<file path="src/wmb_pkg.sv">
// ----------------------------------------------------------------------------
// wmb_pkg
// Shared types and constants for the weighted minimum bipartition engine.
// ----------------------------------------------------------------------------
package wmb_pkg;

    localparam int WEIGHT_IN_W = 16;
    localparam int ROW_IN_W    = 12;
    localparam int RESULT_W    = 40;
    localparam int TOTAL_W     = 4;

    localparam logic [RESULT_W-1:0] RESULT_MAX = {RESULT_W{1'b1}};

    typedef enum logic [2:0] {
        ST_IDLE,
        ST_FILL_RD,
        ST_FILL_MUL,
        ST_FILL_WR,
        ST_MIN_RD,
        ST_MIN_CMP,
        ST_DONE
    } wmb_state_t;

    typedef struct packed {
        logic rd_en;
        logic wr_en;
    } wmb_tbl_ctrl_t;

    typedef struct packed {
        logic busy;
        logic done;
    } wmb_status_t;

endpackage

</file>
<file path="src/wmb_engine.sv">
// ----------------------------------------------------------------------------
// wmb_engine
// Sequencer and datapath: builds both subset tables by read-modify-write,
// then sweeps the cuts with vertex zero fixed and keeps the least sum.
// ----------------------------------------------------------------------------
module wmb_engine
    import wmb_pkg::*;
#(
    parameter int MAX_VERTICES = 12,
    parameter int WB_W         = 16,
    parameter int SUM_W        = 20,
    parameter int CNT_W        = 4,
    parameter int VIDX_W       = 4
)
(
    input  logic                    clk,
    input  logic                    rst_n,
    input  logic                    go,
    input  logic [CNT_W-1:0]        n_total,
    output logic [VIDX_W-1:0]       vtx_idx,
    input  logic [WB_W-1:0]         vtx_weight,
    input  logic [MAX_VERTICES-1:0] vtx_row,
    output wmb_tbl_ctrl_t           tbl_ctrl,
    output logic [MAX_VERTICES-1:0] addr_a,
    output logic [MAX_VERTICES-1:0] addr_b,
    output logic [MAX_VERTICES-1:0] wr_addr,
    output logic [SUM_W-1:0]        wr_sum,
    output logic [RESULT_W-1:0]     wr_inner,
    input  logic [SUM_W-1:0]        rd_sum_a,
    input  logic [SUM_W-1:0]        rd_sum_b,
    input  logic [RESULT_W-1:0]     rd_inner_a,
    input  logic [RESULT_W-1:0]     rd_inner_b,
    output wmb_status_t             status,
    output logic [RESULT_W-1:0]     best
);

    localparam int TBL_W  = MAX_VERTICES;
    localparam int PROD_W = WB_W + SUM_W;

    wmb_state_t state_reg, state_next;

    logic [TBL_W-1:0]    s_reg, s_next;
    logic [TBL_W-1:0]    t_reg, t_next;
    logic [TBL_W-1:0]    full_reg, full_next;
    logic [WB_W-1:0]     w_reg, w_next;
    logic [SUM_W-1:0]    sum_new_reg, sum_new_next;
    logic [PROD_W-1:0]   prod_reg, prod_next;
    logic [RESULT_W-1:0] best_reg, best_next;

    logic [TBL_W-1:0]    rest;
    logic [TBL_W-1:0]    side;
    logic [TBL_W:0]      full_ext;
    logic [RESULT_W:0]   pair_sum;
    logic [RESULT_W-1:0] pair_sat;
    logic [VIDX_W-1:0]   low_idx;

    // lowest set vertex of the current subset
    always_comb
    begin
        low_idx = '0;
        for (int i = TBL_W - 1; i >= 0; i--)
        begin
            if (s_reg[i])
            begin
                low_idx = VIDX_W'(i);
            end
        end
    end

    assign rest     = s_reg & (s_reg - 1'b1);
    assign side     = {t_reg[TBL_W-2:0], 1'b1} & full_reg;
    assign full_ext = ((TBL_W + 1)'(1) << n_total) - 1'b1;
    assign pair_sum = {1'b0, rd_inner_a} + {1'b0, rd_inner_b};
    assign pair_sat = pair_sum[RESULT_W] ? RESULT_MAX : pair_sum[RESULT_W-1:0];

    always_comb
    begin
        state_next   = state_reg;
        s_next       = s_reg;
        t_next       = t_reg;
        full_next    = full_reg;
        w_next       = w_reg;
        sum_new_next = sum_new_reg;
        prod_next    = prod_reg;
        best_next    = best_reg;
        tbl_ctrl     = '0;
        status       = '0;
        addr_a       = rest;
        addr_b       = vtx_row & rest;

        case (state_reg)
            ST_IDLE:
            begin
                if (go)
                begin
                    full_next  = full_ext[TBL_W-1:0];
                    s_next     = TBL_W'(1);
                    state_next = ST_FILL_RD;
                end
            end
            ST_FILL_RD:
            begin
                status.busy    = 1'b1;
                tbl_ctrl.rd_en = 1'b1;
                w_next         = vtx_weight;
                state_next     = ST_FILL_MUL;
            end
            ST_FILL_MUL:
            begin
                status.busy  = 1'b1;
                sum_new_next = rd_sum_a + SUM_W'(w_reg);
                prod_next    = PROD_W'(w_reg) * PROD_W'(rd_sum_b);
                state_next   = ST_FILL_WR;
            end
            ST_FILL_WR:
            begin
                status.busy    = 1'b1;
                tbl_ctrl.wr_en = 1'b1;
                if (s_reg == full_reg)
                begin
                    t_next     = '0;
                    best_next  = RESULT_MAX;
                    state_next = ST_MIN_RD;
                end
                else
                begin
                    s_next     = s_reg + 1'b1;
                    state_next = ST_FILL_RD;
                end
            end
            ST_MIN_RD:
            begin
                status.busy    = 1'b1;
                tbl_ctrl.rd_en = 1'b1;
                addr_a         = side;
                addr_b         = full_reg ^ side;
                state_next     = ST_MIN_CMP;
            end
            ST_MIN_CMP:
            begin
                status.busy = 1'b1;
                if (pair_sat < best_reg)
                begin
                    best_next = pair_sat;
                end
                if (t_reg == (full_reg >> 1))
                begin
                    state_next = ST_DONE;
                end
                else
                begin
                    t_next     = t_reg + 1'b1;
                    state_next = ST_MIN_RD;
                end
            end
            ST_DONE:
            begin
                status.busy = 1'b1;
                status.done = 1'b1;
                best_next   = RESULT_MAX;
                state_next  = ST_IDLE;
            end
            default:
            begin
                state_next = ST_IDLE;
            end
        endcase
    end

    assign vtx_idx  = low_idx;
    assign wr_addr  = s_reg;
    assign wr_sum   = sum_new_reg;
    assign wr_inner = rd_inner_a + RESULT_W'(prod_reg);
    assign best     = best_reg;

    always_ff @(posedge clk or negedge rst_n)
    begin
        if (!rst_n)
        begin
            state_reg <= ST_IDLE;
            best_reg  <= RESULT_MAX;
        end
        else
        begin
            state_reg <= state_next;
            best_reg  <= best_next;
        end
    end

    always_ff @(posedge clk)
    begin
        s_reg       <= s_next;
        t_reg       <= t_next;
        full_reg    <= full_next;
        w_reg       <= w_next;
        sum_new_reg <= sum_new_next;
        prod_reg    <= prod_next;
    end

    // table writes land only on non-empty subsets of the loaded vertices
    assert property (@(posedge clk) disable iff (!rst_n)
        tbl_ctrl.wr_en |-> (wr_addr != '0) && ((wr_addr & ~full_reg) == '0))
    else $error("table write outside loaded subsets");

    // the running minimum never grows during the cut sweep
    assert property (@(posedge clk) disable iff (!rst_n)
        (state_reg == ST_MIN_RD && $past(state_reg) == ST_MIN_CMP)
            |-> best_reg <= $past(best_reg))
    else $error("running minimum increased");

    // a result is followed by an idle engine with a cleared minimum
    assert property (@(posedge clk) disable iff (!rst_n)
        status.done |=> !status.busy && best_reg == RESULT_MAX)
    else $error("engine not released after result");

endmodule

</file>
<file path="config.mk">
export PLATFORM = sky130hd
export DESIGN_NAME = wmb_engine
export DESIGN_NICKNAME = d
export VERILOG_FILES = /design/src/wmb_pkg.sv /design/src/wmb_engine.sv
export SDC_FILE = /design/constraint.sdc
export NUM_CORES = 1
export LEC_CHECK = 0
export BUFFER_PORTS_ARGS = -buffer_cell sky130_fd_sc_hd__buf_4
export CAP_MARGIN = 30
export CORE_AREA = 2 2 240 219
export DETAILED_ROUTE_END_ITERATION = 10
export DIE_AREA = 0 0 242 221
export PLACE_DENSITY = 0.65
export RECOVER_POWER = 100
export SETUP_SLACK_MARGIN = 0.2
export SYNTH_ARGS = -nofsm -noshare
export SYNTH_HDL_FRONTEND = slang
export SYNTH_SLANG_ARGS = --single-unit
</file>
<file path="constraint.sdc">
create_clock -name clk -period 6.05 [get_ports clk]
set_input_delay 0.9075 -clock clk [delete_from_list [all_inputs] [get_ports clk]]
set_output_delay 0.9075 -clock clk [all_outputs]
set_load 0.02 [all_outputs]
</file>
* Word-level counts from Yosys, hierarchy flattened
Cells that the tools add are included.
Widths: inputs -> output; s select.
** Word-level totals
- ROM bits :: 0
- RAM bits :: 0
- Flip-flop bits (word level) :: 151
- Memories :: 0
- Output and inout port bits :: 144
- Bits of input ports :: 155
- Word-level logic and storage cells :: 77
- Latch bits :: 0
** Operators by class
- Equality and inequality tests :: 13
- Divide/modulo/power cells :: 0
- Add/sub/neg operators :: 7
- Multipliers :: 1
- Reduce and logical (&&, ||, !) cells :: 10
- Muxes and demuxes :: 32
- $lt $le $gt $ge :: 1
- Shifts and indexed selects :: 1
- Bitwise gates (word level) :: 4
** Operators with widths (number)
- $mux 40 :: 3
- $pmux 40 s3 :: 1
- $mux 12 :: 6
- $mux 4 :: 12
- $pmux 12 s2 :: 2
- $add 40x40->41 :: 1
- $add 40x36->40 :: 1
- $lt 40x40->1 :: 1
- $and 12x12->12 :: 3
- $mul 16x20->36 :: 1
- $add 12x1->12 const B :: 2
- $sub 12x1->12 const B :: 2
- $add 20x16->20 :: 1
- $pmux 3 s6 :: 1
- $eq 12x11->1 :: 1
- $eq 12x12->1 :: 1
- $shl 1x4->12 const A :: 1
- $xor 12x12->12 :: 1
- $ne 2x2->1 const B :: 5
- $eq 3x3->1 const B :: 3
- $reduce_and 3->1 :: 3
- $eq 3x2->1 const B :: 2
- $mux 3 :: 2
- $reduce_or 6->1 :: 1
- 8 further kinds :: 12

* Depth between registers and ports, before layout
Gate-level depths: netlist of the first run.
- Depth in word-level cells :: 12
- Depth in mapped cells :: 26
- Depth with buffers taken out :: 24

* Worst setup path before layout of the first run
OpenSTA, ideal clock, no wires.
- Kind :: input -> register
- Start :: input port rd_sum_b[2]
- End :: register prod_reg[34], data pin
- Buffers on the path :: 2
- Required time :: 5793 ps
- Library setup time :: 257 ps
- Setup slack :: -1032 ps
- Arrival :: 6825 ps
- Cell stages on the path :: 21
- Path through :: clkbuf_1 > nand2_1 > fa_1 > fa_1 > inv_1 > fa_1 > fa_1 > fa_1 > inv_1 > fa_1 > inv_1 > ha_1 > clkbuf_1 > a2111oi_0 > nand2b_1 > o31ai_1 > o211ai_1 > a21o_1 > a221o_1 > a41o_1 > xor2_1
** On the way
- Longest elaborated chain between the ends :: 1
** Ends and longest elaborated chain
- from (decl) :: RTL line wmb_engine.sv:30 : input logic [SUM_W-1:0] rd_sum_b,
- $mul 16x20->36 :: RTL line wmb_engine.sv:112 : prod_next = PROD_W'(w_reg) * PROD_W'(rd_sum_b);
- to (signal assigned) :: RTL line wmb_engine.sv:197 : prod_reg <= prod_next;
- to (decl) :: RTL line wmb_engine.sv:47 : logic [PROD_W-1:0] prod_reg, prod_next;
No other way between the ends.
A chain may end at the register's enable or synchronous reset.

* Final worst setup path of the first run
- Start :: input port rd_sum_b[9]
- End :: register prod_reg[34], data pin
The elaborated chain is that of the path after synthesis.

==> metrics.yaml, run 1 <==
synthesis:
  avgSynthCellArea_sq_um: 8.989
  syn_inst: 2524
  synthTopCellsByArea: "fa_1 22%, ha_1 15%, edfxtp_1 14%"
  synth_top_area_cell: "fa_1"
  yosysSeqAreaShare_pct: 19.26
  async_reset_ff_share_pct: 28.48
  synth_edf_count: 108
  synth.most_common_cell: "inv_1"
  yosys_warnings: 0
  synthesis.nets: 3197
  ys.flop_type: "edfxtp_1"
  synth-seq-cells: 151
  synth_top_area_share_pct: 22.32
  netlist_area_sq_mm: 0.02269
  yosys-top-cells-count: "369 x inv_1, 322 x nand2_1, 265 x ha_1"
  ys_types: 72
routing:
  viasPerCell: 5.329
  ant_nets: 0
  wire_per_inst_microns: 18.23
  initialDrtViolationCount: 1256
  drc: 0
  dr.pass1.iters: 6
  wirelength_microns: 67030
  vias: 19593
critical_path:
  critical-path-max-stage-delay_ns: 0.55
  worstPathCellList: "buf_4 -> buf_6 -> and2_4 -> fa_1 -> inv_2 -> fa_2 -> fa_2 -> fa_1 -> inv_2 -> fa_1 -> inv_2 -> fa_1 -> inv_2 -> ha_4 -> o21a_1 -> o21a_1 -> o21a_1 -> o21a_1 -> o31ai_4 -> o211ai_1 -> a21o_1 -> a221o_1 -> a41o_1 -> xor2_1"
  worst-setup-path-type: "in -> reg"
  worst_ep_arrival_time_ns: 6.55
  cp_slowest_cell: "fa_1"
  crit_fanout: 4
  cp-end-kind: "flip-flop"
  start_kind: "primary input"
  cp.required_ns: 6.29
placed_design:
  place_inst: 3612
  place_ws_ns: -0.8922
  gp_congestion: 0.9434
  dp_hpwl_microns: 56430
  portBuffers: 296
timing:
  worst_slack_ns: -0.2578
  finClkSkew_ns: 0.01819
  rsz0062_at_grt: "yes"
  period_share_pct: 104.3
  holdWs_ns: 0.5062
  fmax_mhz: 158.5
  min_period_ns: 6.308
  max-slew-margin-rel_pct: -118.4
  hold_viol_final: 0
  setup_viol: 8
  worst_slew_pin_slew_ns: 3.276
  slew_violations: 102
  setup_tns_ns: -0.9468
clocking:
  cts_buffers: 17
  clkTransAtPathRegs_ns: 0.08
  cts_tree: "built"
  clock_latency_ns: 0.49
  cts_sinks: 151
  clk_path_buf_depth: 2
  holdBufCountCts: 0
  root_buffer: "clkbuf_16"
  htree_levels: 4
global_route:
  grt-ovfl-total: 0
  grt_max_degree: 58
  grt_pass1_wl_microns: 105400
  antenna_found_initial: 0
  grt_pass1_vias: 19706
  grt_util_all_layers_pct: 24.84
finish:
  largest_register_ffs: 40
  syn2layout_area_growth_pct: 23.78
  drive_above_1_share_pct: 20.17
  diodes: 0
  fill_cells: 4690
  fin_nets: 3649
  instances_no_fill: 3677
job:
  maxCapViolations: 2
floorplan:
  core_area_sq_mm: 0.05100
  io_pins: 299
  die-area_sq_mm: 0.05348
  fp.dieH_microns: 221
  die_w_microns: 242
  start_util_pct: 44.49
  rows: 79
outcome:
  failed_checks: "capacitance limit, slew limit, setup timing"
  status: "finished with violations"
worst_hold_path:
  min_path_type: "reg -> reg"
[final timing paths]
path	depth (start not counted)	slack, ns	endpoint	from
worst max-delay path	24	-0.26	prod_reg[34]	rd_sum_b[9]
worst min-delay path	2	0.51	best[1]	best[1]
worst max register to register	23	-0.20	prod_reg[34]	w_reg[4]
worst min register to register	2	0.51	best[1]	best[1]
max in group asynchronous	1	3.61	state_reg[0]	rst_n
min in group asynchronous	1	1.14	state_reg[1]	rst_n
[what timing repair did]
item	CTS	global route
setup endpoints to repair	14	53
resized for setup	67	82
pin swaps	72	71
gates cloned	0	1
setup buffers	17	15
[logic make-up after synthesis]
| kind of cell | Yosys count | share of synthesized area [%] |
|---|---|---|
| xor+xnor | 144 | 5.559 |
| simple gates | 796 | 16.99 |
| mux | 1 | 0.04963 |
| compound gates | 450 | 13.36 |
| fa+ha+maj | 518 | 36.94 |
| flops | 151 | 19.26 |
| buf+inv | 463 | 7.831 |
| other cells | 1 | 0.01653 |
[critical path: cells and delay by family]
family	cells	cell delay, ns
xor gates and xnor gates	1	0.15
and+or+nand+nor	1	0.15
AOI/OAI and AO/OA	9	1.70
buffers and inverters	6	0.43
adders and majority gates	7	3.19
[per-layer routing]
metal / up-vias / share of wire [%] / GRT usage, %
li1: 9276 / - / -
met1: 9574 / 47 / 36.17
met2: 681 / 45 / 38.90
met3: 62 / 6.5 / 3.432
met4: 0 / 1.7 / 6.412
met5: - / 0 / 0
[final cells by class]
cell class	instances	area, sq um	area share, %
clock inverters	15	202.7	0.7217
inverters	369	1385	4.932
repair buffers	527	3715	13.23
clock buffers	17	425.4	1.515
well taps	688	860.8	3.065
multi-input cells	1910	17130	60.98
flip-flops and latches	151	4369	15.56
[cell usage in the layout, fill, tap and decap left out, types with 32 or more instances in the layout]
cell type	Yosys	layout
inv_1	369	351
buf_4	1	342
nand2_1	322	319
ha_1	265	247
fa_1	253	231
and2_1	162	143
clkbuf_1	78	127
a21oi_1	127	117
edfxtp_1	108	108
nor2_1	105	101
xnor2_1	99	97
o21ai_0	80	72
a21o_1	59	59
xor2_1	45	44
nand3_1	43	39
buf_6	3	32
[metrics by stage]
stage | utilization [%] | instance area, sq um
after CTS | 55.23 | 28170
after global routing | 55.07 | 28090
after floorplan | - | 22950
final | 55.07 | 28090
after global placement | 53.11 | 27090
after detailed placement | 53.18 | 27120
Power of run 1 is not shown: default switching activity piles up to over one toggle a cycle in this logic, so the estimate is an artifact.
==> run 2: changes to the inputs <==
--- a/config.mk
+++ b/config.mk
@@ -5,12 +5,13 @@
 export SDC_FILE = /design/constraint.sdc
 export NUM_CORES = 1
 export LEC_CHECK = 0
+export ABC_AREA = 1
 export BUFFER_PORTS_ARGS = -buffer_cell sky130_fd_sc_hd__buf_4
 export CAP_MARGIN = 30
-export CORE_AREA = 2 2 240 219
+export CORE_AREA = 2 2 247 225
 export DETAILED_ROUTE_END_ITERATION = 10
-export DIE_AREA = 0 0 242 221
-export PLACE_DENSITY = 0.65
+export DIE_AREA = 0 0 249 227
+export PLACE_DENSITY = 0.64
 export RECOVER_POWER = 100
 export SETUP_SLACK_MARGIN = 0.2
 export SYNTH_ARGS = -nofsm -noshare
==> metrics.yaml, run 2 <==
routing:
  maxUsedRoutingLayer: "met4"  # unchanged
  wl_met1_microns: 32360  # was 31620 microns
  ant_nets: 0  # unchanged
  vias: 21513  # was 19593
  dr_wl_met2_microns: 33370  # was 29900 microns
  wire_per_inst_microns: 16.71  # was 18.23 microns
  wirelength_microns: 70980  # was 67030 microns
  dr.pass1.iters: 6  # unchanged
  viasPerCell: 5.063  # was 5.329
  initialDrtViolationCount: 1498  # was 1256
  route.met3.wl_microns: 3452  # was 4384 microns
  drc: 0  # unchanged
global_route:
  antenna_found_initial: 2  # was 0
  grt_pass1_wl_microns: 112700  # was 105400 microns
  grt_pass1_vias: 21339  # was 19706
  grt_max_degree: 58  # unchanged
  grt_util_all_layers_pct: 25.34  # was 24.84%
  grt-ovfl-total: 0  # unchanged
finish:
  instances_no_fill: 4249  # was 3677
  final_cell_mix: "718 x nand2_1, 653 x inv_1, 311 x buf_4, 254 x ha_1, 244 x fa_1"  # was 351 x inv_1, 342 x buf_4, 319 x nand2_1, 247 x ha_1, 231 x fa_1
  final_common_cell: "nand2_1"  # was inv_1
  post-route-cell-area_sq_mm: 0.02867  # was 0.02809 sq mm
  largest_register_ffs: 40  # unchanged
  syn2layout_area_growth_pct: 19.50  # was 23.78%
  fin_nets: 4202  # was 3649
  drive_above_1_share_pct: 14.20  # was 20.17%
critical_path:
  cp.required_ns: 6.27  # was 6.29 ns
  cp_slowest_cell: "fa_2"  # was fa_1
  regToRegStartpoint: "w_reg[4]"  # unchanged
  rrSetupSlack_ns: 0.29  # was -0.20 ns
  worstRegToRegCells: 24  # was 23
  crit_top_cell: "fa_1"
  start_kind: "flip-flop"  # was primary input
  worst_ep_arrival_time_ns: 5.98  # was 6.55 ns
  cp-end-kind: "flip-flop"  # unchanged
  worst-setup-path-type: "reg -> reg"  # was in -> reg
  crit_fanout: 5  # was 4
  rr_endpoint: "prod_reg[34]"  # unchanged
  critical-path-max-stage-delay_ns: 0.53  # was 0.55 ns
  startpoint: "w_reg[4]"  # was rd_sum_b[9]
  worstPathCellList: "clkbuf_4 -> clkbuf_1 -> nand2_1 -> inv_1 -> fa_1 -> inv_1 -> fa_1 -> fa_2 -> inv_1 -> fa_1 -> fa_1 -> inv_1 -> fa_1 -> inv_2 -> ha_4 -> nand2_2 -> nor2_4 -> nand2_1 -> o211ai_1 -> a21o_1 -> a21oi_2 -> o21ai_2 -> a31oi_2 -> xor2_1"  # was buf_4 -> buf_6 -> and2_4 -> fa_1 -> inv_2 -> fa_2 -> fa_2 -> fa_1 -> inv_2 -> fa_1 -> inv_2 -> fa_1 -> inv_2 -> ha_4 -> o21a_1 -> o21a_1 -> o21a_1 -> o21a_1 -> o31ai_4 -> o211ai_1 -> a21o_1 -> a221o_1 -> a41o_1 -> xor2_1
worst_hold_path:
  min_path_type: "reg -> reg"  # unchanged
  hold_end: "best[33]"  # was best[1]
  hp-start: "best[33]"  # was best[1]
  hold_depth: 2  # unchanged
floorplan:
  rows: 81  # was 79
  fp.dieH_microns: 227  # was 221 microns
  core_area_sq_mm: 0.05382  # was 0.05100 sq mm
  start_util_pct: 44.58  # was 44.49%
  die-area_sq_mm: 0.05652  # was 0.05348 sq mm
  io_pins: 299  # unchanged
  die_w_microns: 249  # was 242 microns
clocking:
  cts_buffers: 17  # unchanged
  cts_tree: "built"  # unchanged
  clock_latency_ns: 0.48  # was 0.49 ns
  cts_sinks: 151  # unchanged
  root_buffer: "clkbuf_16"  # unchanged
  clk_path_buf_depth: 2  # unchanged
  clkTransAtPathRegs_ns: 0.08  # about the same
  htree_levels: 4  # unchanged
timing:
  rsz0062_at_grt: "yes"  # unchanged
  setup_viol: 0  # was 8
  max-slew-margin-rel_pct: -115.7  # was -118.4%
  fmax_mhz: 173.7  # was 158.5 MHz
  hold_viol_final: 0  # unchanged
  holdWs_ns: 0.4754  # was 0.5062 ns
  finClkSkew_ns: 0.01610  # was 0.01819 ns
  period_share_pct: 95.13  # was 104.3%
  min_period_ns: 5.755  # was 6.308 ns
  worst_slack_ns: 0.2946  # was -0.2578 ns
  slew_violations: 148  # was 102
  worst_slew_pin_slew_ns: 3.236  # was 3.276 ns
synthesis:
  async_reset_ff_share_pct: 28.48  # unchanged
  synth_edf_count: 108  # unchanged
  ys.flop_type: "edfxtp_1"  # unchanged
  yosys-top-cells-count: "734 x nand2_1, 666 x inv_1, 265 x ha_1"  # was 369 x inv_1, 322 x nand2_1, 265 x ha_1
  synthesis.nets: 3823  # was 3197
  syn_inst: 3150  # was 2524
  netlist_area_sq_mm: 0.02399  # was 0.02269 sq mm
  synth.most_common_cell: "nand2_1"  # was inv_1
  avgSynthCellArea_sq_um: 7.617  # was 8.989 sq um
  synth_top_area_share_pct: 21.11  # was 22.32%
  ys_types: 57  # was 72
  synthTopCellsByArea: "fa_1 21%, ha_1 14%, edfxtp_1 14%"  # was fa_1 22%, ha_1 15%, edfxtp_1 14%
  synth_top_area_cell: "fa_1"  # unchanged
  yosys_warnings: 0  # unchanged
  yosysSeqAreaShare_pct: 18.21  # was 19.26%
  synth-seq-cells: 151  # unchanged
placed_design:
  placed_cell_area_sq_mm: 0.02796  # was 0.02712 sq mm
  gp_congestion: 0.9741  # was 0.9434
  place_ws_ns: -0.2077  # was -0.8922 ns
  dp_hpwl_microns: 60280  # was 56430 microns
  portBuffers: 296  # unchanged
  place_inst: 4181  # was 3612
job:
  maxCapViolations: 3  # was 2
outcome:
  failed_checks: "capacitance limit, slew limit"  # was capacitance limit, slew limit, setup timing
  status: "finished with violations"  # unchanged
==> run 2: cell types whose count changed after synthesis, sizes merged, moves of 43 or more <==
cell,change
and2,-161
a21oi,+54
inv,+305
nor2,+67
nand3,+116
xnor2,-43
nand2,+418
==> run 2: worst max-delay path, delay by kind of cell, from the launching register on <==
| family | cells | cell delay, ns |
|---|---|---|
| adder cells (fa/ha/maj) | 7 | 3.16 |
| AO/OA/AOI/OAI | 5 | 0.90 |
| buffers and inverters | 7 | 0.57 |
| flip-flops | 1 | 0.41 |
| AND/OR/NAND/NOR | 4 | 0.31 |
| XOR/XNOR | 1 | 0.16 |
==> run 2: per-layer routing <==
| metal | up-vias | global-route usage (%) |
|---|---|---|
| met5 | - | 0 |
| met4 | 0 | 7.879 |
| met3 | 91 | 3.499 |
| met2 | 572 | 42.81 |
| met1 | 10173 | 33.93 |
| li1 | 10677 | - |
==> run 2: worst max path at each step <==
stage	cells after the start	slack [ns]	endpoint
after floorplan	22	0.05	prod_reg[34]
after global placement	22	-0.15	prod_reg[27]
after detailed placement	20	-0.21	prod_reg[34]
after CTS	19	0.20	prod_reg[31]
after global routing	24	0.08	prod_reg[34]
final	24	0.29	prod_reg[34]
==> run 2: through the flow <==
step | utilization (%) | setup TNS [ns]
after floorplan | - | 0
after global placement | 51.91 | -1.249
after detailed placement | 51.95 | -1.849
after CTS | 53.22 | 0
after global routing | 53.28 | 0
final | 53.28 | 0
==> run 2: cell families (layout without fill, tap and decap cells) <==
kind of cell    count (synthesis)  in the layout  synth area share, %
xor+xnor                      125            125                4.563
other cells                     1              3              0.01563
buf+inv                       783           1175                12.42
mux                             3              3               0.1408
compound gates                390            390                9.251
flops                         151            151                18.21
simple gates                 1179           1179                20.47
fa+ha+maj                     518            518                34.93
==> run 2: layout make-up <==
type                    count  area [sq um]
clock buffers              17         425.4
flip-flops and latches    151          4369
inverters                 675          2534
diodes                      2         5.005
multi-input cells        2216         17020
clock inverters            15         160.2
fillers                  5368         25140
well taps                 705         882.1
repair buffers            468          3273
==> run 2: repair_timing <==
item	in CTS	in global routing
gates cloned	0	2
pin swaps	0	65
hold buffers	0	0
setup buffers	6	26
endpoints found under the hold margin	0	0
endpoints found under the setup margin	10	17
gates resized for setup	0	72
Power of run 2 is left out for the same reason.
==> run 3: changes to the inputs <==
--- a/config.mk
+++ b/config.mk
@@ -8,10 +8,12 @@
 export ABC_AREA = 1
 export BUFFER_PORTS_ARGS = -buffer_cell sky130_fd_sc_hd__buf_4
 export CAP_MARGIN = 30
-export CORE_AREA = 2 2 247 225
+export CELL_PAD_IN_SITES_DETAIL_PLACEMENT = 0
+export CELL_PAD_IN_SITES_GLOBAL_PLACEMENT = 1
+export CORE_AREA = 2 2 258 235
 export DETAILED_ROUTE_END_ITERATION = 10
-export DIE_AREA = 0 0 249 227
-export PLACE_DENSITY = 0.64
+export DIE_AREA = 0 0 260 237
+export PLACE_DENSITY = 0.78
 export RECOVER_POWER = 100
 export SETUP_SLACK_MARGIN = 0.2
 export SYNTH_ARGS = -nofsm -noshare
==> metrics.yaml, run 3 (synthesis gave the netlist of run 2 again) <==
outcome:
  status: "finished with violations"  # unchanged
  failed_checks: "capacitance limit, slew limit"  # unchanged
floorplan:
  io_pins: 299  # unchanged
  start_util_pct: 40.65  # was 44.58%
  core_area_sq_mm: 0.05903  # was 0.05382 sq mm
  die_w_microns: 260  # was 249 microns
  die-area_sq_mm: 0.06162  # was 0.05652 sq mm
  rows: 85  # was 81
  fp.dieH_microns: 237  # was 227 microns
critical_path:
  cp-end-kind: "flip-flop"  # unchanged
  worstRegToRegCells: 20  # was 24
  startpoint: "rd_sum_b[7]"  # was w_reg[4]
  regToRegStartpoint: "w_reg[11]"  # was w_reg[4]
  rr_endpoint: "prod_reg[27]"  # was prod_reg[34]
  cp.required_ns: 6.28  # was 6.27 ns
  worst-setup-path-type: "in -> reg"  # was reg -> reg
  worst_ep_arrival_time_ns: 5.98  # about the same
  start_kind: "primary input"  # was flip-flop
  rrSetupSlack_ns: 0.33  # was 0.29 ns
  crit_fanout: 7  # was 5
finish:
  ff_latch_area_sq_mm: 0.004369  # unchanged
  diodes: 0  # was 2
  fin_nets: 4200  # was 4202
  syn2layout_area_growth_pct: 19.40  # was 19.50%
  final_common_cell: "nand2_1"  # unchanged
  instances_no_fill: 4323  # was 4249
  largest_register_ffs: 40  # unchanged
  multiInputGateArea_sq_mm: 0.01697  # was 0.01702 sq mm
  drive_above_1_share_pct: 13.53  # was 14.20%
  fill_cells: 6034  # was 5368
  final_cell_mix: "725 x nand2_1, 662 x inv_1, 312 x buf_4, 253 x ha_1, 249 x fa_1"  # was 718 x nand2_1, 653 x inv_1, 311 x buf_4, 254 x ha_1, 244 x fa_1
global_route:
  grt_max_degree: 58  # unchanged
  grt-ovfl-total: 0  # unchanged
  grt_pass1_wl_microns: 115400  # was 112700 microns
  grt_pass1_vias: 22066  # was 21339
  grt_util_all_layers_pct: 23.88  # was 25.34%
  antenna_found_initial: 0  # was 2
routing:
  ant_nets: 0  # unchanged
  drc: 0  # unchanged
  dr.pass1.iters: 7  # was 6
  initialDrtViolationCount: 1175  # was 1498
  wirelength_microns: 71900  # was 70980 microns
  vias: 21421  # was 21513
  wire_per_inst_microns: 16.63  # was 16.71 microns
  viasPerCell: 4.955  # was 5.063
timing:
  max-slew-margin-rel_pct: -108.6  # was -115.7%
  rsz0062_at_grt: "yes"  # unchanged
  worst_slew_pin_slew_ns: 3.129  # was 3.236 ns
  min_period_ns: 5.755  # about the same
  fmax_mhz: 173.8  # was 173.7 MHz
  slew_violations: 149  # was 148
  period_share_pct: 95.13  # about the same
  setup_viol: 0  # unchanged
  setup_tns_ns: 0  # unchanged
  hold_viol_final: 0  # unchanged
  finClkSkew_ns: 0.01280  # was 0.01610 ns
placed_design:
  place_inst: 4265  # was 4181
  gp_congestion: 0.9459  # was 0.9741
  portBuffers: 296  # unchanged
  dp_hpwl_microns: 61540  # was 60280 microns
clocking:
  clock_latency_ns: 0.48  # about the same
  htree_levels: 4  # unchanged
  clk_path_buf_depth: 2  # unchanged
  clkTransAtPathRegs_ns: 0.07  # was 0.08 ns
  cts_buffers: 17  # unchanged
  cts_tree: "built"  # unchanged
  cts_sinks: 151  # unchanged
  root_buffer: "clkbuf_16"  # unchanged
worst_hold_path:
  min_path_type: "reg -> reg"  # unchanged
  hold_end: "best[3]"  # was best[33]
  hp-start: "best[3]"  # was best[33]
  hold_depth: 2  # unchanged
job:
  maxCapViolations: 3  # unchanged
-- run 3: changes by cell type in the layout (fill, tap and decap cells not counted), moves of 6 or more --
cell | previous run | this run
nand2_1 | 718 | 725
inv_1 | 653 | 662
dfstp_1 | 38 | 32
inv_2 | 22 | 13
dfstp_2 | 2 | 8
a21oi_2 | 18 | 11
-- run 3: how the worst max path moves through the flow --
| stage | endpoint |
|---|---|
| 4_1_cts | prod_reg[34] |
| 2_1_floorplan | prod_reg[34] |
| 5_1_grt | prod_reg[27] |
| 3_3_place_gp | prod_reg[34] |
| 6_report | prod_reg[27] |
| 3_5_place_dp | prod_reg[31] |
-- run 3: metrics by stage --
step                      cell area, sq um  worst slack, ns  utilization [%]  hold WS, ns
final                                28650           0.2947            48.54       0.4702
after global routing                 28650          0.06740            48.54       0.4783
after CTS                            28870           0.2075            48.92       0.4335
after detailed placement             28120          -0.2335            47.65       0.4618
after global placement               28120          -0.1811            47.63       0.4591
after floorplan                      24550          0.04605                -       0.4852
-- run 3: cell type report --
type                       instances  area share, %
multi-input combinational       2216          59.24
inverter                         675          8.844
clock buffer                      18          1.533
sequential                       151          15.25
clock inverter                    14         0.5634
tap                              783          3.420
timing repair buffer             466          11.15
-- run 3: timing repair --
item | CTS | global route
hold buffers | 0 | 0
setup endpoints to repair | 9 | 15
pin swaps | 0 | 29
setup buffers | 15 | 10
gates resized for setup | 0 | 39
-- run 3: worst max-delay path, cell delays in order --
cell and delay (ns):
buf_6 0.12, buf_4 0.12, nand2_1 0.05, fa_1 0.48
inv_1 0.05, fa_1 0.50, inv_1 0.05, fa_1 0.49
inv_1 0.06, fa_1 0.51, fa_1 0.55, inv_1 0.05
fa_1 0.51, inv_2 0.05, ha_4 0.26, a21oi_2 0.17
o21ai_1 0.09, a21oi_2 0.16, o21ai_4 0.09, a21oi_1 0.36
o21ai_2 0.12, a21oi_2 0.16, xnor2_1 0.07
-- run 3: layer usage --
layer  share of wire (%)  routed length [microns]  vias up  global-route usage, %
li1                    -                        -    10657                      -
met1                  46                    32760    10222                  31.48
met2                  47                    34100      462                  40.43
met3                 4.3                     3062       80                  3.083
met4                 2.7                     1975        0                  7.820
met5                   0                        0        -                      0
Power of run 3 is left out for the same reason.
